===== src/rtl/sgr_pkg.sv =====
// ----------------------------------------------------------------------------
// sgr_pkg
// Shared widths and defaults for the stream group reverser.
// ----------------------------------------------------------------------------
package sgr_pkg;

	localparam int DATA_W        = 32;
	localparam int GROUP_SIZE_W  = 5;
	localparam int MAX_GROUP_DEF = 16;

	localparam logic [GROUP_SIZE_W-1:0] GROUP_SIZE_RST = GROUP_SIZE_W'(1);

endpackage


===== src/rtl/stream_group_reverser.sv =====
// ----------------------------------------------------------------------------
// stream_group_reverser
// Collects a stream of signed beats into groups and replays each complete
// group newest first; a partial group closed by the end marker plays in order.
// ----------------------------------------------------------------------------
// Input channel: in_valid/in_stall with item_value and stream_end.
// Output channel: out_valid/out_stall with out_value and run_last.
// The user writes group_size through cfg_wr_en/cfg_wr_data only while the
// block is idle; the block does not enforce this. A value of zero acts as
// one; values above MAX_GROUP act as MAX_GROUP. Every beat is written into
// a one-port-write, registered-read group memory. A beat that neither
// completes a group nor carries stream_end gives nothing. A beat that closes
// a run of n beats stalls the input while the run is replayed, one memory
// read per cycle when the output is not stalled. The first result passes
// the read data stage, then the output register. run_last marks the final
// result of each run. With group size k, the block collects k beats, then
// replays them before it takes another beat.
// An output stall holds the output register and the read data stage, and no
// further read is issued until they drain.
// Reset empties the group, drops any replay in progress and sets group_size
// to one. The memory contents are not cleared.
// ----------------------------------------------------------------------------
module stream_group_reverser #(
	parameter int MAX_GROUP = sgr_pkg::MAX_GROUP_DEF
) (
	input  logic                                    clk,
	input  logic                                    arst_n,
	input  logic                                    cfg_wr_en,
	input  logic        [sgr_pkg::GROUP_SIZE_W-1:0] cfg_wr_data,
	input  logic                                    in_valid,
	output logic                                    in_stall,
	input  logic signed [sgr_pkg::DATA_W-1:0]       item_value,
	input  logic                                    stream_end,
	output logic                                    out_valid,
	input  logic                                    out_stall,
	output logic signed [sgr_pkg::DATA_W-1:0]       out_value,
	output logic                                    run_last
);

	localparam int CNT_W  = $clog2(MAX_GROUP + 1);
	localparam int ADDR_W = (MAX_GROUP > 1) ? $clog2(MAX_GROUP) : 1;
	localparam int CMP_W  = (CNT_W > sgr_pkg::GROUP_SIZE_W) ? CNT_W : sgr_pkg::GROUP_SIZE_W;

	typedef enum logic {
		ST_COLLECT,
		ST_REPLAY
	} state_t;

	state_t                                 state_q;
	logic       [sgr_pkg::GROUP_SIZE_W-1:0] group_size_q;
	logic       [CNT_W-1:0]                 fill_q;
	logic       [CNT_W-1:0]                 rem_q;
	logic       [ADDR_W-1:0]                rd_addr_q;
	logic                                   reverse_q;
	logic                                   pend_s1;
	logic                                   last_s1;
	logic signed [sgr_pkg::DATA_W-1:0]      rd_data_s1;
	logic signed [sgr_pkg::DATA_W-1:0]      group_mem [MAX_GROUP];

	logic              in_accept;
	logic              has_room;
	logic [CMP_W-1:0]  size_w;
	logic [CMP_W-1:0]  k_eff;
	logic [CMP_W-1:0]  n_w;
	logic [CNT_W-1:0]  n_cnt;
	logic              full_group;
	logic              do_flush;
	logic              out_load;
	logic              rd_en;

	// group size clamp and flush decision
	always_comb begin
		size_w = CMP_W'(group_size_q);
		if (size_w == '0) begin
			k_eff = CMP_W'(1);
		end else if (size_w > CMP_W'(MAX_GROUP)) begin
			k_eff = CMP_W'(MAX_GROUP);
		end else begin
			k_eff = size_w;
		end
	end

	assign in_stall   = (state_q != ST_COLLECT);
	assign in_accept  = in_valid && !in_stall;
	assign has_room   = (fill_q < CNT_W'(MAX_GROUP));
	assign n_cnt      = has_room ? fill_q + CNT_W'(1) : fill_q;
	assign n_w        = CMP_W'(n_cnt);
	assign full_group = (n_w >= k_eff);
	assign do_flush   = in_accept && (full_group || stream_end);

	assign out_load = pend_s1 && (!out_valid || !out_stall);
	assign rd_en    = (state_q == ST_REPLAY) && (rem_q != '0) && (!pend_s1 || out_load);

	// group memory
	always_ff @(posedge clk) begin
		if (in_accept && has_room) begin
			group_mem[fill_q[ADDR_W-1:0]] <= item_value;
		end
		if (rd_en) begin
			rd_data_s1 <= group_mem[rd_addr_q];
		end
	end

	always_ff @(posedge clk or negedge arst_n) begin
		if (!arst_n) begin
			group_size_q <= sgr_pkg::GROUP_SIZE_RST;
		end else if (cfg_wr_en) begin
			group_size_q <= cfg_wr_data;
		end
	end

	// sequencer, read tracking and output register
	always_ff @(posedge clk or negedge arst_n) begin
		if (!arst_n) begin
			state_q   <= ST_COLLECT;
			fill_q    <= '0;
			rem_q     <= '0;
			rd_addr_q <= '0;
			reverse_q <= 1'b0;
			pend_s1   <= 1'b0;
			last_s1   <= 1'b0;
			out_valid <= 1'b0;
			run_last  <= 1'b0;
		end else begin
			unique case (state_q)
				ST_COLLECT: begin
					if (do_flush) begin
						state_q   <= ST_REPLAY;
						fill_q    <= '0;
						rem_q     <= n_cnt;
						reverse_q <= full_group;
						rd_addr_q <= full_group ? ADDR_W'(n_cnt - CNT_W'(1)) : '0;
					end else if (in_accept) begin
						fill_q <= n_cnt;
					end
				end
				ST_REPLAY: begin
					if (rd_en) begin
						rem_q     <= rem_q - CNT_W'(1);
						rd_addr_q <= reverse_q ? rd_addr_q - ADDR_W'(1)
						                       : rd_addr_q + ADDR_W'(1);
						if (rem_q == CNT_W'(1)) begin
							state_q <= ST_COLLECT;
						end
					end
				end
				default: begin
					state_q <= ST_COLLECT;
				end
			endcase

			if (rd_en) begin
				pend_s1 <= 1'b1;
				last_s1 <= (rem_q == CNT_W'(1));
			end else if (out_load) begin
				pend_s1 <= 1'b0;
			end

			if (out_load) begin
				out_valid <= 1'b1;
				run_last  <= last_s1;
			end else if (!out_stall) begin
				out_valid <= 1'b0;
			end
		end
	end

	always_ff @(posedge clk) begin
		if (out_load) begin
			out_value <= rd_data_s1;
		end
	end

	// checks
	a_fill_bound: assert property (@(posedge clk) disable iff (!arst_n)
		fill_q < CNT_W'(MAX_GROUP))
		else $error("group fill reached capacity before flush");

	a_read_held: assert property (@(posedge clk) disable iff (!arst_n)
		pend_s1 && out_valid && out_stall |=> pend_s1 && $stable(rd_data_s1))
		else $error("pending read data lost under output stall");

	a_flush_enters_replay: assert property (@(posedge clk) disable iff (!arst_n)
		do_flush |=> state_q == ST_REPLAY && rem_q != '0 && fill_q == '0)
		else $error("flush did not start a replay");

	a_read_in_range: assert property (@(posedge clk) disable iff (!arst_n)
		rd_en |-> rem_q <= CNT_W'(MAX_GROUP))
		else $error("replay count beyond group capacity");

endmodule

===== config.mk =====
export PLATFORM = sky130hd
export DESIGN_NAME = stream_group_reverser
export DESIGN_NICKNAME = d
export VERILOG_FILES = /design/src/rtl/sgr_pkg.sv /design/src/rtl/stream_group_reverser.sv
export SDC_FILE = /design/constraint.sdc
export NUM_CORES = 1
export LEC_CHECK = 0
export BUFFER_PORTS_ARGS = -buffer_cell sky130_fd_sc_hd__buf_4
export CAP_MARGIN = 20
export CORE_MARGIN = 8
export CORE_UTILIZATION = 40
export DETAILED_ROUTE_END_ITERATION = 8
export HOLD_SLACK_MARGIN = 0.08
export SETUP_SLACK_MARGIN = 0.2
export SYNTH_ARGS = -nofsm -noshare
export SYNTH_HDL_FRONTEND = slang
export SYNTH_SLANG_ARGS = --single-unit

===== constraint.sdc =====
create_clock -name clk -period 3.4 [get_ports clk]
set_clock_uncertainty 0.05 [all_clocks]
set_input_delay 1.02 -clock clk [delete_from_list [all_inputs] [get_ports clk]]
set_output_delay 1.02 -clock clk [all_outputs]
set_load 0.02 [all_outputs]

==> reports/metrics.csv <==
stage,metric,value,unit
global_routing,overflow,0,
placed_design,placed_area,24800,sq um
floorplanning,start_util,40.4,%
synthesis,synth_area,22800,sq um
cts,post_cts.repair.setup_buffers,0,
cells_and_area,fin_area,26800,sq um
synthesis,synth_warnings,0,
synthesis,synth_area_leaders,"edfxtp_1 (76%), mux4_2 (16%), dfrtp_1 (2.6%)",
timing,fin_tns_setup,0,ns
synthesis,synth_nets,1022,
route,wl,47400,microns
synthesis,syn_inst,963,
worst_setup_path,r2r_slack,0.45,ns
global_routing,track_usage,14.9,%
cts,cts_tree,done,
worst_setup_path,critPathRequiredTime,3.85,ns
cts,h-tree-depth,2,
worst_setup_path,worstSetupEndpointType,flip-flop,
worst_setup_path,start_kind,flip-flop,
global_routing,grt_max_degree,38,
worst_hold_path,hp-class,in2async,
cells_and_area,multi_input_comb_area,4730,sq um
synthesis,synth_top_cell_by_area,edfxtp_1,
synthesis,yosysTopAreaCellShare,75.9,%
route,first_pass_iters,5,
cells_and_area,final_cell_mix,"edfxtp_1 (576), mux4_2 (160), buf_4 (95)",
global_routing,grt_pass1_vias,10800,
floorplanning,rows,87,
synthesis,yosysSeqAreaShare,78.6,%
synthesis,async_reset_ff_share,4.16,%
pwr,ir_worst_vdd,0.370,mV
cells_and_area,layout_commonest_cell,edfxtp_1,
pwr,p_leak,8.63,nW
synthesis,ys_seq_elements,601,
route,vias,10200,
floorplanning,io_pins,78,
synthesis,synth_edf_count,576,
route,via_per_inst,5.35,
placed_design,portBuffers,77,
cts,clock_path_buffers,3,
route,drc,0,
worst_setup_path,critPathKind,reg2reg,
synthesis,synth_flop_cell,edfxtp_1,
cells_and_area,fin_nets,1159,
floorplanning,coreArea,56400,sq um
cells_and_area,fillers,4659,
global_routing,grt_pass1_wl,71600,microns
synthesis,synth_cell_types,47,
synthesis,syn_avg_cell_area,23.7,sq um
timing,slew_viol_final,0,
timing,min_period,2.95,ns
placed_design,gp_congestion,0.760,
placed_design,hpwlAfterDp,25400,microns
timing,setup_viol,0,
pwr,power_density,800,nW/um^2
cts,clk_latency,0.61,ns
worst_setup_path,worstPathMaxFanout,8,
timing,hold_viol,0,
route,drtIter0Drc,877,
cells_and_area,final-seq-area,17900,sq um
run_status,status,finished clean,
route,ant_nets,0,
cts,clkTransAtPathRegs,0.06,ns
timing,slew-limit-headroom,43.2,%
cts,cts.sinks,601,
route,wl_per_cell,24.9,microns
global_routing,antenna_found_initial,2,
cells_and_area,area_growth,17.5,%
cells_and_area,drive_gt1_share,34.4,%
timing,rsz0062_at_grt,no,
cts,clock_tree.root_cell,clkbuf_16,
worst_setup_path,cp.arrival,3.40,ns
floorplanning,dieArea,64900,sq um
floorplanning,dieWidth,255,microns
cts,cts_inserted_buffers,60,
floorplanning,die_h,255,microns
job,drv_cap,0,
timing,fmax,339,MHz
pwr,p_total,21.4,mW
timing,period_share,86.7,%
timing,worst_slew_pin_slew,0.852,ns
-- power breakdown --
part / leakage [nW] / switching (mW) / internal [mW] / total (mW)
Sequential: 5.53 / 0.603 / 9.02 / 9.62
Combinational: 2.17 / 2.48 / 2.84 / 5.32
Clock: 0.932 / 2.72 / 3.77 / 6.49
-- through the flow --
stage	instances	hold slack [ns]	utilization, %	setup WS, ns
5_1_grt	1904	0.266	47.5	0.248
3_5_place_dp	1794	0.355	44.1	0.339
6_report	1905	0.258	47.5	0.452
2_1_floorplan	963	0.350	-	0.0995
3_3_place_gp	1794	0.351	44.1	0.541
4_1_cts	1904	0.235	47.5	0.328
-- flip-flops by register name, indices dropped and copies added (netlist names) --
register,flops
pend_s1,1
group_mem,512
run_last,1
rem_q,5
out_value,32
last_s1,1
rd_data_s1,32
group_size_q,5
out_valid,1
reverse_q,1
rd_addr_q,4
in_stall,1
fill_q,5
-- synth_stat cells (all sizes together) (3+ instances only) --
library cell	count
edfxtp	576
mux2	6
xor2	5
a21oi	8
ha	15
nor2	21
a22oi	3
mux4	160
a21o	3
clkbuf	20
nand3	5
nand2	25
inv	12
nor3	8
xnor2	4
nand2b	5
o21ai	11
dfrtp	24
buf	24
-- cells by family after synthesis --
logic type	count (synthesis)	share of synthesized area, %
xor gates and xnor gates	9	0.346
AOI/OAI and AO/OA	40	1.16
buffers and inverters	56	1.30
and+or+nand+nor	75	1.56
muxes	166	16.1
DFF	601	78.6
adders and majority gates	16	0.911
-- final timing paths --
check | startpoint | endpoint | cells after the start
max | fill_q[0] | rem_q[3] | 9
min | arst_n | out_valid | 1
max reg2reg | fill_q[0] | rem_q[3] | 9
min reg2reg | rd_data_s1[8] | out_value[8] | 0
max in group asynchronous | arst_n | group_size_q[0] | 1
min in group clk | rd_data_s1[8] | out_value[8] | 0
-- worst max-delay path, cell delays in order, from the launching register on --
cell,delay [ns]
dfrtp_1,0.48
ha_1,0.28
nand2b_1,0.11
xnor2_2,0.28
ha_1,0.32
a21o_1,0.18
a31oi_1,0.26
o21bai_1,0.27
and2_1,0.26
a221o_1,0.34
-- cell type report --
type                            count  share of cell area, %
Antenna cell                        1                0.00934
Clock buffer                       71                   5.92
Clock inverter                     39                   1.33
Inverter                           12                  0.168
Multi-Input combinational cell    306                   17.7
Sequential cell                   601                   66.9
Tap cell                          756                   3.53
Timing Repair Buffer              119                   4.45
-- metal layers --
metal,GRT usage (%),vias up,part of all wire (%)
li1,-,4358,-
met1,21.1,5526,45
met2,24.0,236,48
met3,2.77,64,4.9
met4,3.83,2,1.7
met5,0,-,0.027
-- timing repair --
| action | in CTS | in global routing |
|---|---|---|
| endpoints found under the setup margin | 0 | 1 |
| gates resized for setup | 0 | 1 |
| hold buffers | 0 | 0 |
Power figures use the tool's default switching activity.
